**config.mk**
```make
export PLATFORM = sky130hd
export DESIGN_NAME = midi_note_gate_pitch_parser_flat
export DESIGN_NICKNAME = d
export VERILOG_FILES = /design/src/rtl/mngp_pkg.sv /design/src/rtl/mngp_if.sv /design/src/rtl/mngp_ram.sv /design/src/rtl/mngp_parse.sv /design/src/rtl/midi_note_gate_pitch_parser.sv /design/src/flat_wrapper.sv
export SDC_FILE = /design/constraint.sdc
export NUM_CORES = 2
export LEC_CHECK = 0
export ABC_AREA = 1
export BUFFER_PORTS_ARGS = -buffer_cell sky130_fd_sc_hd__buf_2
export CORE_MARGIN = 8
export CORE_UTILIZATION = 50
export DETAILED_ROUTE_END_ITERATION = 10
export PLACE_DENSITY_LB_ADDON = 0.08
export SETUP_SLACK_MARGIN = 0.15
export SLEW_MARGIN = 40
export SYNTH_ARGS = -nofsm -noshare
export SYNTH_HDL_FRONTEND = slang
export SYNTH_SLANG_ARGS = --single-unit
```
**constraint.sdc**
```tcl
create_clock -name clk -period 18.5 [get_ports clk]
set_input_delay 3.7 -clock clk [delete_from_list [all_inputs] [get_ports clk]]
set_output_delay 3.7 -clock clk [all_outputs]
set_load 0.01 [all_outputs]
```
**src/rtl/mngp_pkg.sv**
```systemverilog
`default_nettype none
package mngp_pkg;

	// byte decode
	localparam logic [7:0] STATUS_MASK = 8'h80;
	localparam logic [7:0] KIND_MASK   = 8'hF0;
	localparam logic [7:0] KIND_NOTE_OFF = 8'h80;
	localparam logic [7:0] KIND_NOTE_ON  = 8'h90;

	// pitch memory geometry
	localparam int NOTE_W  = 7;
	localparam int STEP_W  = 16;
	localparam int NOTES   = 128;
	localparam int FILL_W  = NOTE_W + 1;

	// phase increment for each midi note
	localparam logic [STEP_W-1:0] PITCH_TABLE [0:NOTES-1] = '{
		16'd32,    16'd34,    16'd36,    16'd39,    16'd41,    16'd43,    16'd46,    16'd49,
		16'd52,    16'd55,    16'd58,    16'd62,    16'd65,    16'd69,    16'd73,    16'd78,
		16'd82,    16'd87,    16'd92,    16'd98,    16'd104,   16'd110,   16'd117,   16'd124,
		16'd131,   16'd139,   16'd147,   16'd156,   16'd165,   16'd175,   16'd185,   16'd197,
		16'd208,   16'd221,   16'd234,   16'd248,   16'd263,   16'd278,   16'd295,   16'd312,
		16'd331,   16'd351,   16'd371,   16'd394,   16'd417,   16'd442,   16'd468,   16'd496,
		16'd526,   16'd557,   16'd590,   16'd625,   16'd662,   16'd702,   16'd743,   16'd788,
		16'd835,   16'd884,   16'd937,   16'd993,   16'd1052,  16'd1114,  16'd1180,  16'd1251,
		16'd1325,  16'd1404,  16'd1487,  16'd1576,  16'd1670,  16'd1769,  16'd1874,  16'd1986,
		16'd2104,  16'd2229,  16'd2361,  16'd2502,  16'd2651,  16'd2808,  16'd2975,  16'd3152,
		16'd3340,  16'd3538,  16'd3749,  16'd3972,  16'd4208,  16'd4458,  16'd4723,  16'd5004,
		16'd5302,  16'd5617,  16'd5951,  16'd6305,  16'd6680,  16'd7077,  16'd7498,  16'd7944,
		16'd8417,  16'd8917,  16'd9447,  16'd10009, 16'd10604, 16'd11235, 16'd11903, 16'd12611,
		16'd13361, 16'd14155, 16'd14997, 16'd15889, 16'd16834, 16'd17835, 16'd18895, 16'd20019,
		16'd21209, 16'd22470, 16'd23807, 16'd25222, 16'd26722, 16'd28311, 16'd29995, 16'd31778,
		16'd33668, 16'd35670, 16'd37791, 16'd40038, 16'd42419, 16'd44941, 16'd47614, 16'd50445
	};

	// per-item info handed from the decode stage to the output stage
	typedef struct packed {
		logic              gate;
		logic [NOTE_W-1:0] note;
		logic              struck;
	} s1_info_t;

endpackage
`default_nettype wire

```
**src/rtl/mngp_if.sv**
```systemverilog
`default_nettype none
// received byte channel
interface mngp_byte_if;
	logic       valid;
	logic       ready;
	logic [7:0] rx_byte;

	modport source (output valid, output rx_byte, input ready);
	modport sink   (input valid, input rx_byte, output ready);
endinterface

// note state channel
interface mngp_note_if;
	logic        valid;
	logic        ready;
	logic        gate;
	logic [15:0] phase_step;
	logic [6:0]  held_note;
	logic        key_struck;

	modport source (output valid, output gate, output phase_step, output held_note,
		output key_struck, input ready);
	modport sink   (input valid, input gate, input phase_step, input held_note,
		input key_struck, output ready);
endinterface
`default_nettype wire

```
**src/rtl/mngp_ram.sv**
```systemverilog
`default_nettype none
module mngp_ram #(
	parameter int WIDTH = 16,
	parameter int DEPTH = 128
) (
	input  wire logic                     clk,
	input  wire logic                     wr_en,
	input  wire logic [$clog2(DEPTH)-1:0] wr_addr,
	input  wire logic [WIDTH-1:0]         wr_data,
	input  wire logic                     rd_en,
	input  wire logic [$clog2(DEPTH)-1:0] rd_addr,
	output logic      [WIDTH-1:0]         rd_data
);

	logic [WIDTH-1:0] mem_q [0:DEPTH-1];

	// one write port, one registered read port
	always_ff @(posedge clk) begin
		if (wr_en) begin
			mem_q[wr_addr] <= wr_data;
		end
		if (rd_en) begin
			rd_data <= mem_q[rd_addr];
		end
	end

endmodule
`default_nettype wire

```
**src/rtl/mngp_parse.sv**
```systemverilog
`default_nettype none
module mngp_parse (
	input  wire logic                          clk,
	input  wire logic                          arst_n,
	input  wire logic                          accept,
	input  wire logic [7:0]                    rx_byte,
	output logic      [mngp_pkg::NOTE_W-1:0]   rd_addr,
	output mngp_pkg::s1_info_t                 info_s1
);

	logic [7:0]                  status_q;
	logic                        count_q;
	logic [mngp_pkg::NOTE_W-1:0] first_q;
	logic                        gate_q;
	logic [mngp_pkg::NOTE_W-1:0] note_q;

	logic [7:0]                  status_n;
	logic                        count_n;
	logic [mngp_pkg::NOTE_W-1:0] first_n;
	logic                        gate_n;
	logic [mngp_pkg::NOTE_W-1:0] note_n;
	logic                        struck;
	logic [7:0]                  kind;
	logic                        is_on;
	logic                        is_off;

	assign kind   = status_q & mngp_pkg::KIND_MASK;
	assign is_on  = (kind == mngp_pkg::KIND_NOTE_ON);
	assign is_off = (kind == mngp_pkg::KIND_NOTE_OFF);

	// a strike looks up the held first data byte
	assign rd_addr = first_q;

	// message decode for the incoming byte
	always_comb begin
		status_n = status_q;
		count_n  = count_q;
		first_n  = first_q;
		gate_n   = gate_q;
		note_n   = note_q;
		struck   = 1'b0;
		if ((rx_byte & mngp_pkg::STATUS_MASK) != 8'h00) begin
			status_n = rx_byte;
			count_n  = 1'b0;
		end else if (is_on || is_off) begin
			if (!count_q) begin
				first_n = rx_byte[mngp_pkg::NOTE_W-1:0];
				count_n = 1'b1;
			end else begin
				if (is_on && (rx_byte != 8'h00)) begin
					note_n = first_q;
					gate_n = 1'b1;
					struck = 1'b1;
				end else begin
					gate_n = 1'b0;
				end
				count_n = 1'b0;
			end
		end
	end

	// parser state and stage one item info
	always_ff @(posedge clk or negedge arst_n) begin
		if (!arst_n) begin
			status_q <= '0;
			count_q  <= 1'b0;
			first_q  <= '0;
			gate_q   <= 1'b0;
			note_q   <= '0;
			info_s1  <= '0;
		end else if (accept) begin
			status_q       <= status_n;
			count_q        <= count_n;
			first_q        <= first_n;
			gate_q         <= gate_n;
			note_q         <= note_n;
			info_s1.gate   <= gate_n;
			info_s1.note   <= note_n;
			info_s1.struck <= struck;
		end
	end

endmodule
`default_nettype wire

```
**src/rtl/midi_note_gate_pitch_parser.sv**
```systemverilog
// MIDI note gate and pitch parser.
// midi_in carries one received MIDI byte per item; note_out returns exactly
// one item per byte: gate level, phase increment and note of the last strike,
// and a key_struck pulse for a completed Note On with nonzero velocity.
// Both channels use valid/ready; an item moves when both are high.
// A byte accepted from midi_in is registered in the decode stage (parser state
// and the registered pitch memory read), then in the output register that
// drives note_out. Throughput: one byte per cycle while note_out is not
// stalled.
// Reset clears the parser state (no running status, gate low, note 0,
// step 0). After reset the pitch memory is loaded from the constant table,
// one entry a cycle, so midi_in.ready stays low until all 128 are written.
// The memory is never written after that load, so lookups need no forwarding.
// When the receiver stalls, the output register holds its item and one more
// byte waits in the decode stage; ready drops only when both are full.
`default_nettype none
module midi_note_gate_pitch_parser (
	input wire logic   clk,
	input wire logic   arst_n,
	mngp_byte_if.sink  midi_in,
	mngp_note_if.source note_out
);

	logic [mngp_pkg::FILL_W-1:0] fill_q;
	logic                        fill_done;
	logic                        accept;
	logic                        advance;
	logic                        valid_s1;
	mngp_pkg::s1_info_t          info_s1;
	logic [mngp_pkg::NOTE_W-1:0] rd_addr;
	logic [mngp_pkg::STEP_W-1:0] rd_data;
	logic [mngp_pkg::STEP_W-1:0] step_q;
	logic [mngp_pkg::STEP_W-1:0] step_n;
	logic                        out_valid_q;

	assign fill_done = fill_q[mngp_pkg::FILL_W-1];

	// handshake and stage flow
	assign advance        = valid_s1 && (!out_valid_q || note_out.ready);
	assign midi_in.ready  = fill_done && (!valid_s1 || advance);
	assign accept         = midi_in.valid && midi_in.ready;

	// pitch table load after reset
	always_ff @(posedge clk or negedge arst_n) begin
		if (!arst_n) begin
			fill_q <= '0;
		end else if (!fill_done) begin
			fill_q <= fill_q + 1'b1;
		end
	end

	mngp_ram #(
		.WIDTH(mngp_pkg::STEP_W),
		.DEPTH(mngp_pkg::NOTES)
	) u_pitch_ram (
		.clk    (clk),
		.wr_en  (!fill_done),
		.wr_addr(fill_q[mngp_pkg::NOTE_W-1:0]),
		.wr_data(mngp_pkg::PITCH_TABLE[fill_q[mngp_pkg::NOTE_W-1:0]]),
		.rd_en  (accept),
		.rd_addr(rd_addr),
		.rd_data(rd_data)
	);

	mngp_parse u_parse (
		.clk    (clk),
		.arst_n (arst_n),
		.accept (accept),
		.rx_byte(midi_in.rx_byte),
		.rd_addr(rd_addr),
		.info_s1(info_s1)
	);

	// decode stage occupancy
	always_ff @(posedge clk or negedge arst_n) begin
		if (!arst_n) begin
			valid_s1 <= 1'b0;
		end else if (accept) begin
			valid_s1 <= 1'b1;
		end else if (advance) begin
			valid_s1 <= 1'b0;
		end
	end

	// a strike takes the looked-up step, otherwise the last one stays
	assign step_n = info_s1.struck ? rd_data : step_q;

	// output register
	always_ff @(posedge clk or negedge arst_n) begin
		if (!arst_n) begin
			out_valid_q <= 1'b0;
			step_q      <= '0;
		end else if (advance) begin
			out_valid_q <= 1'b1;
			step_q      <= step_n;
		end else if (note_out.ready) begin
			out_valid_q <= 1'b0;
		end
	end

	always_ff @(posedge clk) begin
		if (advance) begin
			note_out.gate       <= info_s1.gate;
			note_out.held_note  <= info_s1.note;
			note_out.key_struck <= info_s1.struck;
		end
	end

	assign note_out.valid      = out_valid_q;
	assign note_out.phase_step = step_q;

endmodule
`default_nettype wire

```
**src/flat_wrapper.sv**
```systemverilog
// flat-port wrapper written by rule: the top's interface ports become plain ports
module midi_note_gate_pitch_parser_flat 
  (clk, arst_n, midi_in_valid, midi_in_rx_byte, midi_in_ready, note_out_valid, note_out_gate, note_out_phase_step, note_out_held_note, note_out_key_struck, note_out_ready);
  mngp_byte_if midi_in_i ();
  mngp_note_if note_out_i ();
  input wire logic clk;
  input wire logic arst_n;
  input wire logic [$bits(midi_in_i.valid)-1:0] midi_in_valid;
  input wire logic [$bits(midi_in_i.rx_byte)-1:0] midi_in_rx_byte;
  output wire logic [$bits(midi_in_i.ready)-1:0] midi_in_ready;
  output wire logic [$bits(note_out_i.valid)-1:0] note_out_valid;
  output wire logic [$bits(note_out_i.gate)-1:0] note_out_gate;
  output wire logic [$bits(note_out_i.phase_step)-1:0] note_out_phase_step;
  output wire logic [$bits(note_out_i.held_note)-1:0] note_out_held_note;
  output wire logic [$bits(note_out_i.key_struck)-1:0] note_out_key_struck;
  input wire logic [$bits(note_out_i.ready)-1:0] note_out_ready;
  assign midi_in_i.valid = midi_in_valid;
  assign midi_in_i.rx_byte = midi_in_rx_byte;
  assign midi_in_ready = midi_in_i.ready;
  assign note_out_valid = note_out_i.valid;
  assign note_out_gate = note_out_i.gate;
  assign note_out_phase_step = note_out_i.phase_step;
  assign note_out_held_note = note_out_i.held_note;
  assign note_out_key_struck = note_out_i.key_struck;
  assign note_out_i.ready = note_out_ready;
  midi_note_gate_pitch_parser u_core (.clk(clk), .arst_n(arst_n), .midi_in(midi_in_i), .note_out(note_out_i));
endmodule
```
# Word-level counts from Yosys, hierarchy flattened
# Memory sizes are Yosys's and may differ from the RTL's. A register that Yosys moved wholly into a read port is not among the register bits.
# Index checks and enable logic that the tools add are counted.
[classes] n_addsub=1 reduce_logical=19 magnitude_cmp=1 bitwise_logic=3 n_eq_ne=2 mux=15
[ops] cell="16-bit two-way mux" count=2
[ops] cell="1-bit two-way mux" count=12
[ops] cell="8-bit by 1-bit adder with 8-bit output, second input constant" count=1
[ops] cell="4-bit equality test, second input constant" count=2
[ops] cell="8-bit >= comparator, second input constant" count=1
[ops] cell="8-bit two-way mux" count=1
[ops] cell="7-bit NOT with 8-bit output" count=1
[ops] cell="4-bit AND reduction" count=2
[ops] cell="8-bit nonzero test" count=1
[ops] cell="2-bit AND reduction" count=3
[ops] cell="2-bit nonzero test" count=3
[ops] cell="5-bit AND reduction" count=1
[ops] cell="1-bit logical AND" count=4
[ops] cell="1-bit logical OR" count=3
[ops] cell="1-bit logical NOT" count=2
[ops] cell="1-bit NOT" count=2
[totals] inputBits=12 ram_bits=2048 mem_bits_ro=2048 mem_count=2 ff_bits=60
[mem_list] memory="(name not given)" words=128 word_bits=16 read_ports=1 rd_clocked_by_memory_dff=0 wr=0 line_no="midi_note_gate_pitch_parser.sv:59" text=".wr_data(mngp_pkg::PITCH_TABLE[fill_q[mngp_pkg::NOTE_W-1:0]]),"
[mem_list] memory="u_core.u_pitch_ram.mem_q" words=128 word_bits=16 read_ports=1 rd_clocked_by_memory_dff=1 wr=1 line_no="mngp_ram.sv:15" text="logic [WIDTH-1:0] mem_q [0:DEPTH-1];"

# Depth between registers and ports, before layout
[logic_depth] word_depth=7 depth_mapped=13

# By module
# Synthesis repeated with hierarchy kept, for this count alone.
[hier_totals] hier_cells=7342 hier_area_um2=86869.6
[modules_own_cells] module="mngp_ram" seq_area_each_um2=61979.4 cells_each=6793 n_inst=1 area_each_um2=82988.3
[modules_own_cells] module="midi_note_gate_pitch_parser" seq_area_each_um2=920.9 cells_each=450 n_inst=1 area_each_um2=2962.8
[modules_own_cells] module="mngp_parse" seq_area_each_um2=525.5 cells_each=99 n_inst=1 area_each_um2=918.4

# Least setup slack after synthesis
# Ideal clock, no wire load.
[synth_timing] path_type="input -> output" from="input note_out_ready" to="output midi_in_ready" arrival_ns=4.043 path_stages=6 t_required_ns=14.800 n_path_buf=0 path_slack_ns=10.757 cell_sequence="inv_1 nand2_1 nor2_1 inv_1 nand2_1 inv_1"
[synth_via] elab_chain_cells=4
[synth_lines] element="start: declaration" line_no="flat_wrapper.sv:16" text="input wire logic [$bits(note_out_i.ready)-1:0] note_out_ready;"
[synth_lines] element="1-bit logical OR" line_no="midi_note_gate_pitch_parser.sv:39" text="assign advance = valid_s1 && (!out_valid_q || note_out.ready);"
[synth_lines] element="1-bit logical AND" line_no="midi_note_gate_pitch_parser.sv:39"
[synth_lines] element="1-bit logical OR" line_no="midi_note_gate_pitch_parser.sv:40" text="assign midi_in.ready = fill_done && (!valid_s1 || advance);"
[synth_lines] element="1-bit logical AND" line_no="midi_note_gate_pitch_parser.sv:40"
[synth_lines] element="end: declaration" line_no="flat_wrapper.sv:10" text="output wire logic [$bits(midi_in_i.ready)-1:0] midi_in_ready;"
# Every way passes these cells.

# Final worst setup path
# Same ends and word-level chain as after synthesis.

==> flow_metrics.tcl <==
set metrics [dict create \
    drt_wl_total_mm 242 \
    fin_worst_skew_ns 0.0224 \
    fin_nets 7253 \
    totalNegativeSetupSlack_ns 0 \
    insertion_delay_ns 0.85 \
    cell_leakage_power_nw 33.2 \
    internal-power_mw 7.61 \
    global_route.usage.met2 0.396 \
    timing.final.crit_period_ns 8.03 \
    rows 152 \
    timing.critical_path.required_ns 14.80 \
    maximum_number_of_pins_on_one_net_before_global_route_repair 215 \
    worst_setup_path_endpoint "midi_in_ready" \
    worst_setup_path_end_kind "primary output" \
    timing.critical_path.slowest_cell_delay_ns 0.14 \
    critPathMostFrequentCell "sky130_fd_sc_hd__inv_1" \
    cts_max_level 4 \
    max_cap_check_violation_count 0 \
    crit_type "input pin to primary output" \
    clock.fmax_mhz 125 \
    hold-worst-slack_ns 0.458 \
    cts_hold_buffers 0 \
    initial_core_util 0.503 \
    finalHoldViolCount 0 \
    grt_antenna_before_repair 1 \
    syn-cell-area_um2 86300 \
    viasPerCell 5.75 \
    grt.met3_usage 0.0427 \
    holdPathStages 0 \
    drc 0 \
    power.density_nw_per_um2 98.2 \
    top_ff_cell_synth "sky130_fd_sc_hd__edfxtp_1" \
    timing_worst_slew_pin_value_ns 0.966 \
    gr-usage-met1 0.359 \
    cts_buffers 216 \
    run_status "completed" \
    tritoncts "yes" \
    antenna_left 0 \
    hpwlAfterDp_mm 130 \
    place_congestion 0.919 \
    top_delay_family_on_crit_path "buffers and inverters" \
    report.final.setup_viol 0 \
    finish.cell_count_without_fillers 9727 \
    crit_slowest_cell "sky130_fd_sc_hd__buf_2" \
    area_delta_synth_final_pct 11.3 \
    final_min_period_over_clock_period 0.434 \
    place.detailed.instances 9320 \
    yosysTopAreaCellShare 0.722 \
    critical_path.cell_chain "buf_2 -> inv_1 -> nand2_1 -> nor2_1 -> inv_1 -> nand2_1 -> inv_1 -> buf_2" \
    place_worst_setup_slack_ns 10.47 \
    worst_min_delay_path_startpoint "u_core.u_parse.note_q[3]" \
    register_to_register_setup_slack_ns 13.76 \
    setup_repair_after_global_routing_missed_its_margin "no" \
    netlist_top_cells_count "2198 x sky130_fd_sc_hd__nand2_1, 2073 x sky130_fd_sc_hd__edfxtp_1, 2041 x sky130_fd_sc_hd__nand3_1" \
    timing.critical_path.fanout_max 2 \
    synthMostInstantiatedCell "sky130_fd_sc_hd__nand2_1" \
    worst_slew_margin_rel 0.356 \
    capture_instance_of_the_worst_register_to_register_path "u_core.u_pitch_ram.rd_data[15]" \
    mappedNetlistNets 7258 \
    length_of_the_first_detailed_routing_pass_in_iterations 6 \
    timing.critical_path.arrival_ns 4.33 \
    core_area_um2 172000 \
    cts_root_buffer "sky130_fd_sc_hd__clkbuf_16" \
    yosysSeqAreaShare 0.735 \
    synth_largest_area_cell "sky130_fd_sc_hd__edfxtp_1" \
    grt_first_pass_wirelength_mm 354 \
    power.share.switching 0.193 \
    die_w_um 431 \
    postLayoutCoreUtil 0.560 \
    synth_enable_flop_cells 2073 \
    first_iter_violations 5897 \
    post_cts_resize_count 0 \
    max-clock-path-buffers 3 \
    crit_path_start_kind "input pin" \
    post-cts-setup-buffer-count 0 \
    worstReg2RegStart "u_core.u_parse.rd_addr[0]" \
    setup.worst_path.start "note_out_ready" \
    synth.ff_latch_count 2120 \
    grt_most_used_layer "met2" \
    switchingPower_mw 1.82 \
    seq_power_share 0.550 \
    syn-mean-instance-area_um2 11.9 \
    clock_slew_at_the_register_clock_pins_of_the_worst_setup_and_hold_paths_ns 0.05 \
    routedWlPerCell_um 24.9 \
    timing.final.max_slew_violations 0 \
    worst-path-buf-inv 5 \
    number_of_global_route_vias_before_repair 53045 \
    synth_cell_type_count 36 \
    layout_setup_ws_ns 10.47 \
    grt.total_usage 0.253 \
    height_of_the_die_um 431 \
    globalRouteOverflowTotal 0 \
    warnings_from_yosys 0 \
    critical_path_cell_count 8 \
    layout-drive-gt1-share 0.0816 \
    synth_area_leaders "sky130_fd_sc_hd__edfxtp_1 72%, sky130_fd_sc_hd__nand3_1 12%, sky130_fd_sc_hd__nand2_1 9.6%" \
    max-vdd-ir-drop_uv 98.7 \
    die-area_um2 186000 \
    clock_sinks 2120 \
    syn-instance-count 7236 \
    async_reset_ff_frac 0.0222 \
    r2r.worst_path.cells 11 \
    design.portCount 39 \
    power_frac_comb 0.001 \
    portBuffers 38 \
    clockPowerShare 0.449 \
    min_path_type "register to register" \
    detailroute.via_count 55891 \
]
-- layout make-up --
class | count | area (um2)
well taps | 2310 | 2890
repair buffers | 255 | 2170
diodes | 3 | 7.51
clock inverters | 128 | 1160
clock buffers | 273 | 5700
inverters | 70 | 312
multi-input cells | 4568 | 20400
flip-flops and latches | 2120 | 63400
fillers | 14236 | 75500
-- flip-flops by register name (all words and copies together), names as in the netlist --
name	cells
u_core.u_parse.info_s1	1
u_core.valid_s1	1
u_core.u_parse.note_q	7
u_core.note_out.key_struck	1
u_core.u_parse.status_q	4
u_core.note_out.gate	1
u_core.u_pitch_ram.rd_data	16
u_core.fill_q	8
u_core.u_parse.rd_addr	7
u_core.u_parse.gate_q	1
u_core.note_out.held_note	7
u_core.note_out.valid	1
u_core.u_pitch_ram.mem_q	2048
u_core.note_out.phase_step	16
u_core.u_parse.count_q	1
-- per-layer routing --
metal,up-vias,part of all wire
met2,1919,0.46
met5,-,0
met4,0,0.039
met3,397,0.071
li1,25778,-
met1,27797,0.43
-- per-stage QoR --
| stage | cell area [um2] | power (mW) |
|---|---|---|
| detailed placement | 89100 | 5.30 |
| floorplan | 86300 | 5.29 |
| global route | 96000 | 9.67 |
| global placement | 88800 | 5.30 |
| finish | 96000 | 9.43 |
| CTS | 95900 | 9.50 |
-- power groups by stage --
stage / sequential, mW / combinational (mW) / clock (mW)
6_report: 5.19 / 0.00549 / 4.24
5_1_grt: 5.19 / 0.00611 / 4.48
3_3_place_gp: 5.29 / 0.00513 / 0
2_1_floorplan: 5.29 / 0.000709 / 0
4_1_cts: 5.19 / 0.00513 / 4.31
3_5_place_dp: 5.29 / 0.00509 / 0
-- how the worst min path moves through the flow --
stage,end,slack (ns)
after floorplan,u_core.note_out.gate,0.43
after global placement,u_core.note_out.held_note[6],0.44
after detailed placement,u_core.note_out.held_note[6],0.44
after CTS,u_core.note_out.held_note[6],0.46
after global routing,u_core.note_out.held_note[5],0.46
final,u_core.note_out.held_note[3],0.46
-- placed cells by master (no fill, tap or decap), drive strengths merged --
cell type,count
dfrtp,47
xor2,4
nor2,174
clkinv,105
clkinvlp,3
ha,10
a211o,1
nand3,2041
o21ai,66
diode,3
mux2i,1
buf,254
inv,73
nand2,2199
o22ai,7
nor3,4
a22o,1
nand4,4
o2111ai,2
a221oi,1
bufinv,17
clkbuf,274
o211ai,6
o221ai,1
a21oi,20
or2,1
mux2,16
o31ai,2
a22oi,1
a211oi,2
a31oi,3
edfxtp,2073
xnor2,1
-- kinds of logic (layout without fill, tap and decap cells) --
kind of cell	count (synthesis)	count (layout)	synth area share
buffers and inverters	548	726	0.0312
and+or+nand+nor	4423	4423	0.222
other	0	3	0
DFF	2120	2120	0.735
muxes	17	17	0.00220
adders and majority gates	10	10	0.00145
xor gates and xnor gates	5	5	0.000508
AOI/OAI and AO/OA	113	113	0.00728
Power figures use the tool's default switching activity.
